### config.mk
export PLATFORM = sky130hd
export DESIGN_NAME = opa_mul
export DESIGN_NICKNAME = d
export VERILOG_FILES = /design/src/design/opa_pkg.sv /design/src/design/opa_mul.sv
export SDC_FILE = /design/constraint.sdc
export NUM_CORES = 2
export LEC_CHECK = 0
export BUFFER_PORTS_ARGS = -buffer_cell sky130_fd_sc_hd__buf_2
export CAP_MARGIN = 5
export CORE_AREA = 2 2 285 287
export DETAILED_ROUTE_END_ITERATION = 8
export DIE_AREA = 0 0 287 289
export HOLD_SLACK_MARGIN = 0.08
export PLACE_DENSITY = 0.57
export SYNTH_ARGS = -nofsm -noshare
export SYNTH_HDL_FRONTEND = slang
export SYNTH_SLANG_ARGS = --single-unit
export TNS_END_PERCENT = 30
### constraint.sdc
create_clock -name clock -period 12.81 [get_ports clock]
set_input_delay 2.562 -clock clock [delete_from_list [all_inputs] [get_ports clock]]
set_output_delay 2.562 -clock clock [all_outputs]
set_load 0.03 [all_outputs]
### src/design/opa_pkg.sv
// Package for the outer-product accumulate tile: types, constants, float helpers.
`timescale 1ns / 1ps
package opa_pkg;

   localparam int TileDim = 4;
   localparam int Cells = TileDim * TileDim;
   localparam logic [31:0] ScaleReset = 32'h3F80_0000;
   localparam logic [31:0] QNaN = 32'h7FC0_0000;

   typedef struct packed {
      logic [31:0] a_row0;
      logic [31:0] a_row1;
      logic [31:0] a_row2;
      logic [31:0] a_row3;
      logic [31:0] b_col0;
      logic [31:0] b_col1;
      logic [31:0] b_col2;
      logic [31:0] b_col3;
      logic        last_slice;
   } req_type;

   typedef struct packed {
      logic [1:0]  tile_row;
      logic [1:0]  tile_col;
      logic [31:0] product_value;
      logic        final_element;
   } rsp_type;

   // Work carried from cell to cell: one multiply-add operand set.
   typedef struct packed {
      logic        vld;
      logic [31:0] a;
      logic [31:0] b;
      logic        last;
   } hop_type;

   // Unpacked operand: class flags, sign, unbiased exponent, 24-bit significand.
   typedef struct packed {
      logic        nan;
      logic        inf;
      logic        zero;
      logic        sgn;
      logic signed [9:0] exp;
      logic [23:0] man;
   } fop_type;

   function automatic fop_type unpack(input logic [31:0] f);
      fop_type o;
      o.sgn  = f[31];
      o.nan  = (f[30:23] == 8'hFF) && (f[22:0] != 0);
      o.inf  = (f[30:23] == 8'hFF) && (f[22:0] == 0);
      o.zero = (f[30:0] == 0);
      if (f[30:23] == 0) begin
         o.exp = -10'sd126;
         o.man = {1'b0, f[22:0]};
      end else begin
         o.exp = $signed({2'b00, f[30:23]}) - 10'sd127;
         o.man = {1'b1, f[22:0]};
      end
      return o;
   endfunction

   // Count leading zeros of a 76-bit word.
   function automatic logic [6:0] clz76(input logic [75:0] v);
      logic [6:0] n;
      logic found;
      n = 7'd76;
      found = 1'b0;
      for (int i = 75; i >= 0; i--) begin
         if (!found && v[i]) begin
            n = 7'(75 - i);
            found = 1'b1;
         end
      end
      return n;
   endfunction

   // Round a magnitude m (value = m * 2^(e - 75)) with sticky, to single.
   function automatic logic [31:0] round_pack(input logic sgn, input logic signed [11:0] e,
                                              input logic [75:0] m, input logic stk);
      logic [6:0] lz;
      logic [75:0] nm;
      logic signed [11:0] ex;
      logic [6:0] sh;
      logic [75:0] dm;
      logic st;
      logic [24:0] q;
      logic g, rs;
      logic [8:0] be;
      if (m == 0) return {sgn, 31'd0};
      lz = clz76(m);
      nm = m << lz;
      ex = e - 12'(lz);
      // ex is the exponent of the leading bit
      st = stk;
      if (ex < -12'sd126) begin
         sh = (-12'sd126 - ex > 12'sd60) ? 7'd60 : 7'(-12'sd126 - ex);
         dm = nm >> sh;
         st = st | ((nm & ((76'd1 << sh) - 76'd1)) != 0);
         ex = -12'sd126;
      end else begin
         dm = nm;
      end
      q  = {1'b0, dm[75:52]};
      g  = dm[51];
      rs = (dm[50:0] != 0) | st;
      if (g && (rs || q[0])) q = q + 25'd1;
      if (q[24]) begin
         q = q >> 1;
         ex = ex + 12'sd1;
      end
      if (ex > 12'sd127) return {sgn, 8'hFF, 23'd0};
      if (!q[23]) return {sgn, 8'd0, q[22:0]};
      be = 9'(ex + 12'sd127);
      return {sgn, be[7:0], q[22:0]};
   endfunction

endpackage

### src/design/opa_mul.sv
// Scale unit: rounds alpha times one accumulator, two register stages.
`timescale 1ns / 1ps
module opa_mul (
   input  logic        clock,
   input  logic        reset,
   input  logic        in_vld,
   input  logic [31:0] x,
   input  logic [31:0] y,
   input  logic [3:0]  in_idx,
   output logic        out_vld,
   output logic [3:0]  out_idx,
   output logic [31:0] out_val
);
   import opa_pkg::*;

   fop_type xa_ff, ya_ff;
   logic [47:0] prod_ff;
   logic vld1_ff, vld2_ff;
   logic [3:0] idx1_ff, idx2_ff;
   logic [31:0] res_ff;
   logic [31:0] res_in;
   fop_type xu, yu;

   assign xu = unpack(x);
   assign yu = unpack(y);

   // Stage one: multiply significands.
   always_ff @(posedge clock) begin
      if (reset) vld1_ff <= 1'b0;
      else vld1_ff <= in_vld;
      xa_ff   <= xu;
      ya_ff   <= yu;
      idx1_ff <= in_idx;
      prod_ff <= xu.man * yu.man;
   end

   // Stage two: handle specials and round.
   always_comb begin
      logic s;
      logic signed [11:0] e;
      s = xa_ff.sgn ^ ya_ff.sgn;
      e = 12'(xa_ff.exp) + 12'(ya_ff.exp) + 12'sd1;
      if (xa_ff.nan || ya_ff.nan || (xa_ff.inf && ya_ff.zero) || (ya_ff.inf && xa_ff.zero))
         res_in = QNaN;
      else if (xa_ff.inf || ya_ff.inf)
         res_in = {s, 8'hFF, 23'd0};
      else
         res_in = round_pack(s, e, {prod_ff, 28'd0}, 1'b0);
   end

   always_ff @(posedge clock) begin
      if (reset) vld2_ff <= 1'b0;
      else vld2_ff <= vld1_ff;
      idx2_ff <= idx1_ff;
      res_ff  <= res_in;
   end

   assign out_vld = vld2_ff;
   assign out_idx = idx2_ff;
   assign out_val = res_ff;
endmodule

### Word level (Yosys, flattened, before mapping)

Index checks and enable logic that the tools add are counted.

| word-level totals | value |
|---|---|
| bits in registers | 116 |
| bits of input ports | 71 |
| output and inout bits | 37 |
| logic and storage cells | 442 |

| cells by class | value |
|---|---|
| add/sub/neg operators | 10 |
| multiply operators | 1 |
| order comparisons | 3 |
| equality and inequality tests | 2 |
| shift operators | 3 |
| multiplexer cells | 285 |
| bitwise gates (word level) | 3 |
| reduce and logical (&&, ||, !) cells | 118 |

Operators by type and width:

| kind | number |
|---|---|
| 2-to-1 mux 7 bit | 52 |
| 2-to-1 mux 76 bit | 4 |
| 2-to-1 mux 32 bit | 7 |
| 2-to-1 mux 1 bit | 204 |
| 2-to-1 mux 24 bit | 6 |
| 2-to-1 mux 25 bit | 4 |
| 2-to-1 mux 12 bit | 8 |
| bitwise AND 76 bit | 1 |
| nonzero test 76 bit | 1 |
| << shifter 1 x 7 -> 76 bit, first input constant | 1 |
| << shifter 76 x 7 -> 76 bit | 1 |
| >> shifter 76 x 7 -> 76 bit | 1 |
| subtractor 76 x 1 -> 76 bit, second input constant | 1 |
| zero test 31 bit | 2 |
| logical AND 1 bit | 54 |
| nonzero test 51 bit | 1 |
| zero test 48 bit | 1 |
| multiplier 24 x 24 -> 48 bit | 1 |
| zero test 1 bit | 47 |
| zero test 23 bit | 2 |
| nonzero test 23 bit | 2 |
| adder 24 x 1 -> 25 bit, second input constant | 1 |
| subtractor 8 x 7 -> 9 bit, second input constant | 2 |
| == test 8 bit, second input constant | 2 |
| 14 further kinds | 19 |

### Longest topological paths before layout

| depth | value |
|---|---|
| depth in word-level cells | 325 |
| gate-level depth with buffers | 47 |
| gate-level depth less buffers | 35 |

### Worst setup path before layout

OpenSTA, ideal clock, no wires.

| timing path | value |
|---|---|
| path type | input to register |
| start | input x[9] |
| end | register prod_ff[43] |
| library setup time | 0.072 ns |
| arrival time | 10.117 ns |
| required time | 12.738 ns |
| slack | 2.621 ns |
| stages | 30 |
| buffers on the path | 1 |
| cells stage by stage | clkbuf_1 > and2_1 > fa_1 > inv_1 > fa_1 > inv_1 > fa_1 > ha_1 > fa_1 > inv_1 > fa_1 > fa_1 > inv_1 > ha_1 > a21oi_1 > o21ai_0 > a2111oi_0 > o31ai_1 > o41ai_1 > o21ai_0 > o41ai_1 > o211ai_1 > a311oi_1 > o21ai_0 > a311o_1 > nand2_1 > a21oi_1 > a21o_1 > a21oi_1 > xnor2_1 |

| on the way | value |
|---|---|
| longest elaborated chain between the ends | 2 |

Ends and longest elaborated chain:

| what | RTL line | text |
|---|---|---|
| start: declaration | opa_mul.sv:7 | `input logic [31:0] x,` |
| 2-to-1 mux 24 bit | opa_pkg.sv:53 | `if (f[30:23] == 0) begin` |
| multiplier 24 x 24 -> 48 bit | opa_mul.sv:34 | `prod_ff <= xu.man * yu.man;` |
| end signal: assignment | opa_mul.sv:34 |  |
| end: declaration | opa_mul.sv:17 | `logic [47:0] prod_ff;` |

No other way between the ends.
A chain may end at the register's enable or synchronous reset.

### Worst setup path after layout

| timing path | value |
|---|---|
| start | register prod_ff[44] |
| end | register res_ff[17], in the netlist out_val[17] |

| on the way | value |
|---|---|
| longest elaborated chain between the ends | 300 |
| elaborated cells between the ends (all ways) | 373 |
| those cells by class | add/sub (5); order compare (3); shift (3); mux (266); bitwise (2); reduce/logical (94) |

Ends and longest elaborated chain:

| what | RTL line | text |
|---|---|---|
| parallel branches: the longest is 299 deep, another holds logical AND 1 bit | -- |  |
| 2-to-1 mux 32 bit (*) | opa_pkg.sv:91 | `lz = clz76(m);` |
| end signal: assignment | opa_mul.sv:55 | `res_ff <= res_in;` |
| end: declaration | opa_mul.sv:20 | `logic [31:0] res_ff;` |

Every way passes the cells marked *. The select of a mux whose other input is x is not followed.

==> metrics.cfg <==
[worst_hold_path]
hp-class = reg2reg
holdPathStages = 0
hold_end = out_idx[0]$_DFF_P_
min_from = idx1_ff[0]$_DFF_P_

[layout]
antenna_cells = 0
finalNetCount = 4866
nFillCells = 8245
seqCellArea_mm2 = 0.00232
final_layout_size_suffix_gt1_share_pct = 8.00
multiInputGateArea_mm2 = 0.0279
area_growth_pct = 5.83

[clocking]
insertion_delay_ns = 0.47
clock-sinks = 116
cts_buffers = 17
clk_pin_slew_worst_paths_ns = 0.07
htree_levels = 4
cts_tree = done
hold_buffers = 0
cts_resized = 0
clockBufferDepth = 2
cts_setup_buffers = 0
root_buffer = clkbuf_16

[yosys]
synth_common_cells = 560 x nand2_1, 537 x inv_1, 484 x fa_1
synth_seq_cells = 116
yosys.area.top_type = fa_1
avgSynthCellArea_um2 = 8.01
synth_top_area_share_pct = 29.1
synth_area_leaders = fa_1 29%, ha_1 7.5%, dfxtp_1 7.0%
seq_area_frac_synth_pct = 6.96
synthCells = 4163
yosysMostFrequentCell = nand2_1
synth_edf_count = 0
ys.warnings.count = 0
synth_nets = 4917
synthDistinctLibCells = 114
synthArstFlopShare_pct = 0
synth_flop_cell = dfxtp_1
syn_area_mm2 = 0.0333

[sta]
max_slew.worst_pin.slew_ns = 1.38
fin_crit_sh_pct = 91.5
report.final.slew_viol_count = 0
min_period_ns = 11.73
fin_worst_skew_ns = 0.0212
max_slew_margin_pct = 8.09
fmax_mhz = 85.3
setup_viol = 0
fin_tns_setup_ns = 0
hold_viol = 0
grt_setup_unrepaired = no

[job]
maxCapViolCount = 0

[drt]
drtIter0Drc = 3448
drc = 0
drt_wl_total_mm = 123
ant_nets = 0
vias_per_cell = 6.07
wl_per_cell_um = 23.8
dr.pass1.iters = 6
vias = 31500

[grt]
gr-usage-met3_pct = 5.02
grt_use_met2_pct = 46.6
track_usage_pct = 29.8
overflow = 0
grt_start_max_net_pins = 69
top_usage_layer = met2
gr-usage-met1_pct = 39.4
first_global_vias = 31100
grt_pass1_wl_mm = 190
grt_antenna_before_repair = 0

[worst_setup_path]
slowest_stage = a221oi_1
critPathMaxStageDelay_ns = 0.90
cp.required_ns = 13.21
worstSetupPathType = reg2reg
worstReg2RegEnd = out_val[17]$_SDFF_PP0_
r2r-start = prod_ff[44]$_DFF_P_
rrSetupSlack_ns = 1.08
r2r_cells = 31
crit_fanout = 20
critical_path_arrival_ns = 12.12
startpoint_type = register
worstSetupEndpointType = register

[floorplanning]
io_pins = 108
die_area_mm2 = 0.0829
rows = 104
die_w_um = 287
die_h_um = 289
core_area_mm2 = 0.0799
initial_core_util_pct = 41.7

[placed_design]
dp_hpwl_mm = 95.4
gp_congestion = 1.01
portBuffers = 107

[run_status]
outcome = finished, final reports clean

## metrics by stage
step	hold WS, ns	instance area (µm²)	utilization (%)	setup slack [ns]	instances
after floorplan	0.310	33300	-	2.62	4163
after global routing	0.339	35300	44.2	0.765	5185
after global placement	0.310	34700	43.4	1.44	5153
final	0.328	35300	44.2	1.08	5185
after detailed placement	0.312	34700	43.4	1.34	5153
after CTS	0.329	35300	44.2	1.51	5185
## worst max-delay path: cells and delay by family (launching register included)
| family | cells | cell delay (ns) |
|---|---|---|
| AO/OA/AOI/OAI | 13 | 6.02 |
| AND/OR/NAND/NOR | 13 | 3.89 |
| adder cells (fa/ha/maj) | 2 | 0.66 |
| flip-flops | 1 | 0.58 |
| buffers and inverters | 3 | 0.48 |
## cell families after synthesis
family / count (synthesis) / synth area share [%]
AND/OR/NAND/NOR: 1516 / 22.2
flip-flops: 116 / 6.96
multiplexers: 132 / 4.47
XOR/XNOR: 100 / 2.63
adder cells (fa/ha/maj): 683 / 36.5
buffers and inverters: 791 / 9.57
AO/OA/AOI/OAI: 825 / 17.6
## metal layers
metal  vias up  share of wire (%)
met5         -                  0
li1      14000                  -
met2      1615                 44
met3       409                8.3
met1     15400                 41
met4         0                6.3
## worst max-delay path by stage
| stage | slack [ns] | from | end |
|---|---|---|---|
| after floorplan | 2.62 | x[9] | prod_ff[43]$_DFF_P_ |
| after global placement | 1.44 | x[9] | prod_ff[43]$_DFF_P_ |
| after global routing | 0.77 | prod_ff[44]$_DFF_P_ | out_val[21]$_SDFF_PP0_ |
| final | 1.08 | prod_ff[44]$_DFF_P_ | out_val[17]$_SDFF_PP0_ |
| after CTS | 1.51 | prod_ff[44]$_DFF_P_ | out_val[17]$_SDFF_PP0_ |
| after detailed placement | 1.34 | x[9] | prod_ff[43]$_DFF_P_ |
## registers in the layout, summed over array words and instances (netlist names)
register / count
prod_ff: 48
vld1_ff: 1
idx1_ff: 4
out_idx: 4
xa_ff: 13
ya_ff: 13
out_vld: 1
out_val: 32
## final cells by class
cell class	instances	share of cell area, %
Sequential cell	116	6.58
Tap cell	1060	3.76
Multi-Input combinational cell	3256	79.0
Timing Repair Buffer	179	3.12
Clock inverter	15	0.521
Inverter	542	5.77
Clock buffer	17	1.21
## cell usage in the layout (no fill, tap or decap), types with 13 or more instances in the layout
cell type  count
nand2_1      560
inv_1        537
fa_1         484
and2_1       259
nor2_1       241
ha_1         199
a21oi_1      179
nand3_1      132
dfxtp_1      116
o21ai_0      115
buf_2        107
mux2i_1       97
nor3_1        90
buf_4         70
xnor2_1       69
a211oi_1      66
nand4_1       46
nor4_1        42
a22oi_1       35
a31oi_1       34
o211ai_1      33
o22ai_1       30
xor2_1        29
a2111oi_0     26
a21o_1        23
mux2_2        23
o31ai_1       20
a221oi_1      20
nand2b_1      20
and3_1        18
o21a_1        17
o2111ai_1     17
clkbuf_16     17
nor2b_1       16
or3_1         15
o221ai_1      15
or2_2         13
Power is left out: the tool's default activity adds up to more than one toggle a clock period on the data nets, which glitch-free logic cannot reach.
