==> src/design/opa_pkg.sv <==
// Package for the outer-product accumulate tile: types, constants, float helpers.
`timescale 1ns / 1ps
package opa_pkg;

   localparam int TileDim = 4;
   localparam int Cells = TileDim * TileDim;
   localparam logic [31:0] ScaleReset = 32'h3F80_0000;
   localparam logic [31:0] QNaN = 32'h7FC0_0000;

   typedef struct packed {
      logic [31:0] a_row0;
      logic [31:0] a_row1;
      logic [31:0] a_row2;
      logic [31:0] a_row3;
      logic [31:0] b_col0;
      logic [31:0] b_col1;
      logic [31:0] b_col2;
      logic [31:0] b_col3;
      logic        last_slice;
   } req_type;

   typedef struct packed {
      logic [1:0]  tile_row;
      logic [1:0]  tile_col;
      logic [31:0] product_value;
      logic        final_element;
   } rsp_type;

   // Work carried from cell to cell: one multiply-add operand set.
   typedef struct packed {
      logic        vld;
      logic [31:0] a;
      logic [31:0] b;
      logic        last;
   } hop_type;

   // Unpacked operand: class flags, sign, unbiased exponent, 24-bit significand.
   typedef struct packed {
      logic        nan;
      logic        inf;
      logic        zero;
      logic        sgn;
      logic signed [9:0] exp;
      logic [23:0] man;
   } fop_type;

   function automatic fop_type unpack(input logic [31:0] f);
      fop_type o;
      o.sgn  = f[31];
      o.nan  = (f[30:23] == 8'hFF) && (f[22:0] != 0);
      o.inf  = (f[30:23] == 8'hFF) && (f[22:0] == 0);
      o.zero = (f[30:0] == 0);
      if (f[30:23] == 0) begin
         o.exp = -10'sd126;
         o.man = {1'b0, f[22:0]};
      end else begin
         o.exp = $signed({2'b00, f[30:23]}) - 10'sd127;
         o.man = {1'b1, f[22:0]};
      end
      return o;
   endfunction

   // Count leading zeros of a 76-bit word.
   function automatic logic [6:0] clz76(input logic [75:0] v);
      logic [6:0] n;
      logic found;
      n = 7'd76;
      found = 1'b0;
      for (int i = 75; i >= 0; i--) begin
         if (!found && v[i]) begin
            n = 7'(75 - i);
            found = 1'b1;
         end
      end
      return n;
   endfunction

   // Round a magnitude m (value = m * 2^(e - 75)) with sticky, to single.
   function automatic logic [31:0] round_pack(input logic sgn, input logic signed [11:0] e,
                                              input logic [75:0] m, input logic stk);
      logic [6:0] lz;
      logic [75:0] nm;
      logic signed [11:0] ex;
      logic [6:0] sh;
      logic [75:0] dm;
      logic st;
      logic [24:0] q;
      logic g, rs;
      logic [8:0] be;
      if (m == 0) return {sgn, 31'd0};
      lz = clz76(m);
      nm = m << lz;
      ex = e - 12'(lz);
      // ex is the exponent of the leading bit
      st = stk;
      if (ex < -12'sd126) begin
         sh = (-12'sd126 - ex > 12'sd60) ? 7'd60 : 7'(-12'sd126 - ex);
         dm = nm >> sh;
         st = st | ((nm & ((76'd1 << sh) - 76'd1)) != 0);
         ex = -12'sd126;
      end else begin
         dm = nm;
      end
      q  = {1'b0, dm[75:52]};
      g  = dm[51];
      rs = (dm[50:0] != 0) | st;
      if (g && (rs || q[0])) q = q + 25'd1;
      if (q[24]) begin
         q = q >> 1;
         ex = ex + 12'sd1;
      end
      if (ex > 12'sd127) return {sgn, 8'hFF, 23'd0};
      if (!q[23]) return {sgn, 8'd0, q[22:0]};
      be = 9'(ex + 12'sd127);
      return {sgn, be[7:0], q[22:0]};
   endfunction

endpackage

==> src/design/opa_cell.sv <==
// One accumulator cell: fused multiply-add in three stages, passes operands on.
`timescale 1ns / 1ps
module opa_cell (
   input  logic        clock,
   input  logic        reset,
   input  opa_pkg::hop_type hop_i,
   input  logic        clr,
   output opa_pkg::hop_type hop_o,
   output logic [31:0] acc
);
   import opa_pkg::*;

   logic [31:0] acc_ff, acc_in;
   hop_type hop_ff;
   fop_type pa_ff, pb_ff;
   logic [47:0] prod_ff;
   logic vld1_ff, vld2_ff;
   logic spec_ff, spec_in;
   logic [31:0] sval_ff, sval_in;
   logic [75:0] sum_ff, sum_in;
   logic stk_ff, stk_in;
   logic rs_ff, rs_in;
   logic signed [11:0] eh_ff, eh_in;
   fop_type au, bu;
   fop_type cu;

   assign au = unpack(hop_i.a);
   assign bu = unpack(hop_i.b);
   assign cu = unpack(acc_ff);

   // Stage one: product of significands; pass operands to the neighbor.
   always_ff @(posedge clock) begin
      if (reset) begin
         vld1_ff <= 1'b0;
         hop_ff.vld <= 1'b0;
      end else begin
         vld1_ff <= hop_i.vld;
         hop_ff.vld <= hop_i.vld;
      end
      hop_ff.a    <= hop_i.a;
      hop_ff.b    <= hop_i.b;
      hop_ff.last <= hop_i.last;
      pa_ff   <= au;
      pb_ff   <= bu;
      prod_ff <= au.man * bu.man;
   end

   // Stage two: resolve specials, align and add product and accumulator exactly.
   always_comb begin
      logic ps, pzero;
      logic signed [11:0] pe, ce;
      logic [75:0] pm, cm, lo;
      logic [7:0] d;
      logic [76:0] sum;
      ps = pa_ff.sgn ^ pb_ff.sgn;
      pzero = pa_ff.zero || pb_ff.zero;
      // Both as m * 2^(e-75) with leading room; product of 48 bits.
      pm = {2'b00, prod_ff, 26'd0};
      pe = 12'(pa_ff.exp) + 12'(pb_ff.exp) + 12'sd3;
      cm = {2'b00, cu.man, 50'd0};
      ce = 12'(cu.exp) + 12'sd2;
      lo = '0;
      d = '0;
      sum = '0;
      spec_in = 1'b1;
      sval_in = acc_ff;
      sum_in = '0;
      stk_in = 1'b0;
      rs_in = 1'b0;
      eh_in = '0;
      if (pa_ff.nan || pb_ff.nan || cu.nan ||
          (pa_ff.inf && pb_ff.zero) || (pb_ff.inf && pa_ff.zero) ||
          ((pa_ff.inf || pb_ff.inf) && cu.inf && (ps != cu.sgn)))
         sval_in = QNaN;
      else if (pa_ff.inf || pb_ff.inf)
         sval_in = {ps, 8'hFF, 23'd0};
      else if (cu.inf)
         sval_in = acc_ff;
      else if (pzero && cu.zero)
         sval_in = {ps & cu.sgn, 31'd0};
      else if (pzero)
         sval_in = acc_ff;
      else begin
         spec_in = 1'b0;
         // Align smaller exponent to larger
         if (pe >= ce) begin
            eh_in = pe;
            d = (pe - ce > 12'sd80) ? 8'd80 : 8'(pe - ce);
            lo = (d >= 8'd76) ? 76'd0 : (cm >> d);
            stk_in = (d >= 8'd76) ? (cm != 0) : ((cm & ((76'd1 << d) - 76'd1)) != 0);
            cm = lo;
         end else begin
            eh_in = ce;
            d = (ce - pe > 12'sd80) ? 8'd80 : 8'(ce - pe);
            lo = (d >= 8'd76) ? 76'd0 : (pm >> d);
            stk_in = (d >= 8'd76) ? (pm != 0) : ((pm & ((76'd1 << d) - 76'd1)) != 0);
            pm = lo;
         end
         // Borrow one from the difference when the subtracted term lost bits
         if (ps == cu.sgn) begin
            sum = {1'b0, pm} + {1'b0, cm};
            rs_in = ps;
         end else if (pm >= cm) begin
            sum = {1'b0, pm} - {1'b0, cm} - {76'd0, stk_in && (pe >= ce)};
            rs_in = ps;
         end else begin
            sum = {1'b0, cm} - {1'b0, pm} - {76'd0, stk_in && (pe < ce)};
            rs_in = cu.sgn;
         end
         sum_in = sum[75:0];
      end
   end

   // Hold the exact sum for the rounding stage.
   always_ff @(posedge clock) begin
      if (reset) vld2_ff <= 1'b0;
      else vld2_ff <= vld1_ff;
      spec_ff <= spec_in;
      sval_ff <= sval_in;
      sum_ff  <= sum_in;
      stk_ff  <= stk_in;
      rs_ff   <= rs_in;
      eh_ff   <= eh_in;
   end

   // Stage three: normalize and round once.
   always_comb begin
      acc_in = acc_ff;
      if (vld2_ff) begin
         if (spec_ff)
            acc_in = sval_ff;
         else if (sum_ff == 0 && !stk_ff)
            acc_in = {1'b0, 31'd0};
         else
            acc_in = round_pack(rs_ff, eh_ff, sum_ff, stk_ff);
      end
   end

   // Hold the accumulator; clear after a drain capture.
   always_ff @(posedge clock) begin
      if (reset) acc_ff <= 32'd0;
      else if (clr) acc_ff <= 32'd0;
      else acc_ff <= acc_in;
   end

   assign hop_o = hop_ff;
   assign acc = acc_ff;
endmodule

==> config.mk <==
export PLATFORM = sky130hd
export DESIGN_NAME = opa_cell
export DESIGN_NICKNAME = d
export VERILOG_FILES = /design/src/design/opa_pkg.sv /design/src/design/opa_cell.sv
export SDC_FILE = /design/constraint.sdc
export NUM_CORES = 2
export LEC_CHECK = 0
export ABC_CLOCK_PERIOD_IN_PS = 16700
export BUFFER_PORTS_ARGS = -buffer_cell sky130_fd_sc_hd__buf_2
export CAP_MARGIN = 5
export CORE_ASPECT_RATIO = 1.25
export CORE_MARGIN = 4
export CORE_UTILIZATION = 39
export DETAILED_ROUTE_END_ITERATION = 16
export HOLD_SLACK_MARGIN = 0.12
export PLACE_DENSITY = 0.64
export SLEW_MARGIN = 20
export SYNTH_ARGS = -nofsm -noshare
export SYNTH_HDL_FRONTEND = slang
export SYNTH_SLANG_ARGS = --single-unit
==> constraint.sdc <==
create_clock -name clock -period 16.7 [get_ports clock]
set_input_delay 0.835 -clock clock [delete_from_list [all_inputs] [get_ports clock]]
set_output_delay 0.835 -clock clock [all_outputs]
set_load 0.05 [all_outputs]
Yosys cells after proc, flatten, opt, wreduce, memory -nomap -nowiden
Cells that the tools add are included.

Input port bits: 69. Bits in registers: 296. Word-level logic and storage cells: 817.

$lt $le $gt $ge: 10. Reduce and logical (&&, ||, !) cells: 197. Multipliers: 1. Shift operators: 7. Bitwise logic cells: 7. Equal/unequal tests: 5. Add/sub/neg operators: 21. Multiplexer cells: 545.

Operators with widths (count): $mux W76 (21); $mux W7 (81); $mux W1 (406); $mux W32 (11); $reduce_bool A76 Y1 (3); $sub A76 B1 Y76 const B (3); $mux W24 (7); $and A74 B76 Y76 (2); $shl A1 B8 Y76 const A (2); $shr A74 B8 Y76 (2); $sub A76 B1 Y76 (2); $sub A76 B76 Y76 (2); $mux W12 (11); $mux W25 (5); $logic_not A31 Y1 (3); $logic_and A1 B1 Y1 (90); $add A76 B76 Y76 (1); $and A76 B76 Y76 (1); $ge A76 B76 Y1 (1); $logic_not A1 Y1 (76); $logic_not A76 Y1 (1); $shl A1 B7 Y76 const A (1); $shl A76 B7 Y76 (1); $shr A76 B7 Y76 (1); 34 further kinds (59).

Logic depth before layout (Yosys ltp)
Depth in word-level cells: 577. Depth in mapped cells: 73.

Worst setup path after synthesis
Ideal clock, no wire load.

Path kind: reg-to-reg. From: reg acc_ff[29] (netlist: acc[29]). To: reg sum_ff[74]. Path slack: 3399 ps. Arrival time: 13169 ps. Path buffers: 8. Stages on the path, launching flop included: 72. Data required time: 16569 ps. Period minus slack after synthesis: 13301 ps. Library setup time: 131 ps. Cells stage by stage: dfxtp_1 -> clkbuf_1 -> nor2_1 -> nand3_1 -> nor2_1 -> nor2_1 -> inv_1 -> ha_1 -> nand2b_1 -> o21ai_0 -> nand3_1 -> xor2_1 -> ha_1 -> clkbuf_1 -> o2111a_1 -> a211oi_1 -> o21ai_0 -> o211ai_1 -> [... 36 more ...] -> a31oi_1 -> o41ai_1 -> o211ai_1 -> o2111a_1 -> nor4_1 -> o21ai_0 -> a221oi_1 -> a311oi_1 -> nor3_1 -> o41ai_1 -> o21ai_0 -> a21o_1 -> a21oi_1 -> a21oi_1 -> xor2_1 -> nand3_1 -> o311ai_0 -> a21oi_1.

Cells in the longest elaborated chain, start to end: 21.

RTL lines: from (decl) (RTL line opa_cell.sv:13) `logic [31:0] acc_ff, acc_in;`; from (signal assigned) (RTL line opa_cell.sv:143) `else acc_ff <= acc_in;`; branches (longest 21 deep; another with $sub A11 B11 Y12); to (signal assigned) (RTL line opa_cell.sv:120) `sum_ff <= sum_in;`; to (decl) (RTL line opa_cell.sv:20) `logic [75:0] sum_ff, sum_in;`.

Parallel ways; which one is timed is not known. The select of a mux whose other input is x is not followed. A chain may end at the register's enable or synchronous reset.

Worst setup path after layout
From: reg acc_ff[26] (netlist: acc[26]). To: reg sum_ff[74].

The elaborated chain is that of the path after synthesis.

==> qor.json <==
{
  "unrepaired_setup_endpoints_after_global_routing": "no",
  "synth-xor-area-share_pct": 4.070,
  "timing.critical_path.max_delay_family": "compound AO/OA/AOI/OAI gates",
  "synth-compound-area-share_pct": 24.95,
  "die_width_um": 385,
  "worstPathArrival_ns": 15.99,
  "ys_types": 113,
  "maximum_count_of_clock_buffers_along_a_single_path": 3,
  "synth_area_per_cell_sq_um": 7.204,
  "numCtsBuffers": 31,
  "numClockSinks": 293,
  "die-area_sq_um": 184500,
  "run_status": "finished clean",
  "wl_met1_mm": 133.2,
  "worstSetupStartpointType": "flop",
  "hold_depth": 1,
  "synth_top_family_by_area": "adder cells",
  "dp.final_hpwl_mm": 304.9,
  "clock_latency_ns": 0.68,
  "postSynth.asyncResetShare_pct": 0,
  "antenna_violations_before_repair": 13,
  "yosys_most_used_dff": "sky130_fd_sc_hd__dfxtp_1",
  "yosysWarningCount": 0,
  "timing.hold.ws_ns": 0.2842,
  "met3_wirelength_mm": 29.49,
  "synth.top_cell.area_share_pct": 15.00,
  "count_of_filler_cells_inserted_in_the_layout": 18450,
  "post-place-ws_ns": 1.652,
  "floorplan.initialDensity_pct": 39.31,
  "timing.critical_path.depth": 69,
  "setup_ws_ns": 1.321,
  "syn_nets": 10800,
  "routed-via-count": 77430,
  "hold_path_class": "in2reg",
  "hold_buffers": 0,
  "placement.io_buffers": 166,
  "placeableCoreArea_sq_um": 176300,
  "timing.reg2reg.worst_path_depth": 69,
  "drt_first_iter_violations": 8712,
  "worst-path-buf-inv": 9,
  "hold_viol_final": 0,
  "tightestPinTransition_ns": 1.270,
  "core.rowCount": 172,
  "finalSetupViolations": 0,
  "final_clock_skew_ns": 0.04029,
  "synth_seq_area_share_pct": 8.466,
  "cp_common_cell": "sky130_fd_sc_hd__a21oi_1",
  "post_route_cells_drive_above_1_share_pct": 7.982,
  "finalCritPeriodShare_pct": 92.09,
  "top_signal_layer_used": "met5",
  "post_synthesis_cells": 9618,
  "detail_route.first_pass.iterations": 9,
  "yosys-mux-area-fraction_pct": 4.664,
  "netlist_top_cells_area": "sky130_fd_sc_hd__fa_1 (15%), sky130_fd_sc_hd__ha_1 (11%), sky130_fd_sc_hd__dfxtp_1 (8.5%), sky130_fd_sc_hd__nand2_1 (6.1%), sky130_fd_sc_hd__inv_1 (5.1%)",
  "critPathRequiredTime_ns": 17.31,
  "critPathMaxStageDelay_ns": 0.61,
  "clkTransAtPathRegs_ns": 0.07,
  "maxSlewHeadroom_pct": 15.32,
  "synth-edff-count": 0,
  "classification_of_the_worst_setup_path": "reg2reg",
  "count_of_pins_on_the_block_boundary": 167,
  "cell_count_final_fillers_out": 11960,
  "placed_cells": 11890,
  "final_antenna_net_count": 0,
  "die_h_um": 479.3,
  "final_net_count": 10750,
  "first_global_vias": 75740,
  "critical_path_peak_fanout": 17,
  "synthToLayoutAreaGrowth_pct": 7.799,
  "cts_setup_buffers": 0,
  "synth_area_leader_cell": "sky130_fd_sc_hd__fa_1",
  "timing_max_transition_violations_final": 0,
  "grt_pass1_wl_mm": 545.3,
  "achievable-frequency_mhz": 65.02,
  "via_per_inst": 6.476,
  "globalplace.congestion": 1.086,
  "critPathCaptureType": "flop",
  "drt-total-wl_mm": 382.8,
  "pin_count_of_the_biggest_net_entering_global_routing": 65,
  "cap_violations": 0,
  "number_of_gates_resized_after_cts": 0,
  "globalRoute.totalOverflow": 0,
  "tritoncts": "yes",
  "wl_met2_mm": 179.7,
  "routedWlPerCell_um": 32.02,
  "flip_flop_and_latch_count_after_synthesis": 293,
  "globalRouteTotalUtil_pct": 40.07,
  "post_synth_and_or_nand_nor_area_fraction_pct": 23.67,
  "post_synth_instance_area_sq_um": 69290,
  "timing.final.crit_period_ns": 15.38,
  "synth_fa_ha_area_share_pct": 25.70,
  "totalNegativeSetupSlack_ns": 0,
  "h-tree-depth": 1,
  "remaining_drc_errors": 0,
  "slowest_stage": "sky130_fd_sc_hd__ha_1",
  "root_buffer": "sky130_fd_sc_hd__clkbuf_16"
}
## cells in the final DEF (no fill, tap or decap), types with 62 or more instances in the layout
| cell | count |
|---|---|
| sky130_fd_sc_hd__a211oi_1 | 135 |
| sky130_fd_sc_hd__a21o_1 | 136 |
| sky130_fd_sc_hd__a21oi_1 | 645 |
| sky130_fd_sc_hd__a22o_1 | 62 |
| sky130_fd_sc_hd__a22oi_1 | 72 |
| sky130_fd_sc_hd__a31oi_1 | 94 |
| sky130_fd_sc_hd__and2_1 | 299 |
| sky130_fd_sc_hd__and3_1 | 91 |
| sky130_fd_sc_hd__buf_2 | 168 |
| sky130_fd_sc_hd__buf_4 | 321 |
| sky130_fd_sc_hd__dfxtp_1 | 293 |
| sky130_fd_sc_hd__fa_1 | 519 |
| sky130_fd_sc_hd__ha_1 | 591 |
| sky130_fd_sc_hd__inv_1 | 931 |
| sky130_fd_sc_hd__mux2i_1 | 238 |
| sky130_fd_sc_hd__nand2_1 | 1124 |
| sky130_fd_sc_hd__nand2b_1 | 72 |
| sky130_fd_sc_hd__nand3_1 | 478 |
| sky130_fd_sc_hd__nand4_1 | 78 |
| sky130_fd_sc_hd__nor2_1 | 741 |
| sky130_fd_sc_hd__nor3_1 | 215 |
| sky130_fd_sc_hd__nor4_1 | 87 |
| sky130_fd_sc_hd__o211ai_1 | 119 |
| sky130_fd_sc_hd__o21ai_0 | 525 |
| sky130_fd_sc_hd__o21bai_1 | 75 |
| sky130_fd_sc_hd__o22ai_1 | 81 |
| sky130_fd_sc_hd__xnor2_1 | 229 |
| sky130_fd_sc_hd__xor2_1 | 89 |
## per-layer routing
layer / up-vias / global-route usage (%)
met3: 1399 / 7.580
met1: 37950 / 43.62
met5: - / 0
met2: 4323 / 67.35
li1: 33750 / -
met4: 8 / 33.43
## Yosys cell counts, drive strengths merged, types with 45 or more instances
cell and count:
and3 93, inv 938, o22ai 81, fa 519, o211ai 119, a21o 136, o21bai 75, nand4 79
or3 52, o21a 60, mux2i 241, dfxtp 293, and2 299, a21oi 647, o31ai 56, nor2b 47
mux2 45, nand2b 72, clkbuf 446, nand2 1131, a211oi 137, xor2 91, ha 593, a31oi 95
a22oi 72, xnor2 231, nor3 230, buf 125, a22o 62, nand3 486, nor4 93, nor2 759
o21ai 559
## stage by stage
step           cell area [sq um]  utilization, %
5_1_grt                    74670           42.36
3_3_place_gp               73530           41.72
6_report                   74690           42.38
4_1_cts                    74600           42.33
3_5_place_dp               73550           41.73
2_1_floorplan              69290               -
## path summary, 6_finish.rpt
path,startpoint,endpoint,slack [ns]
setup / recovery,acc[26],sum_ff[74],1.32
hold / removal,hop_i[0],hop_o[0],0.28
setup reg to reg,acc[26],sum_ff[74],1.32
hold reg to reg,sval_ff[27],acc[27],0.46
## cell type report
class	instances	area [sq um]	area share, %
Multi-Input combinational cell	7813	57950	77.59
Sequential cell	293	5866	7.853
Inverter	941	3535	4.732
Timing Repair Buffer	493	3324	4.451
Tap cell	2349	2939	3.935
Clock buffer	37	838.3	1.122
Clock inverter	20	214.0	0.2865
Antenna cell	10	25.02	0.03350
## state kept, by name, summed over array words and instances, names as in the netlist
signal   count
hop_o       64
pa_ff       12
eh_ff       11
spec_ff      1
vld2_ff      1
vld1_ff      1
rs_ff        1
stk_ff       1
acc         32
sum_ff      76
pb_ff       13
sval_ff     32
prod_ff     48
## cells by family after synthesis
| family | Yosys count |
|---|---|
| flip-flops | 293 |
| buffers and inverters | 1512 |
| multiplexers | 299 |
| XOR/XNOR | 322 |
| adder cells (fa/ha/maj) | 1112 |
| AO/OA/AOI/OAI | 2609 |
| other | 1 |
| AND/OR/NAND/NOR | 3470 |
Power is not shown: default switching activity piles up to over one toggle a cycle in this logic, so the estimate is an artifact.
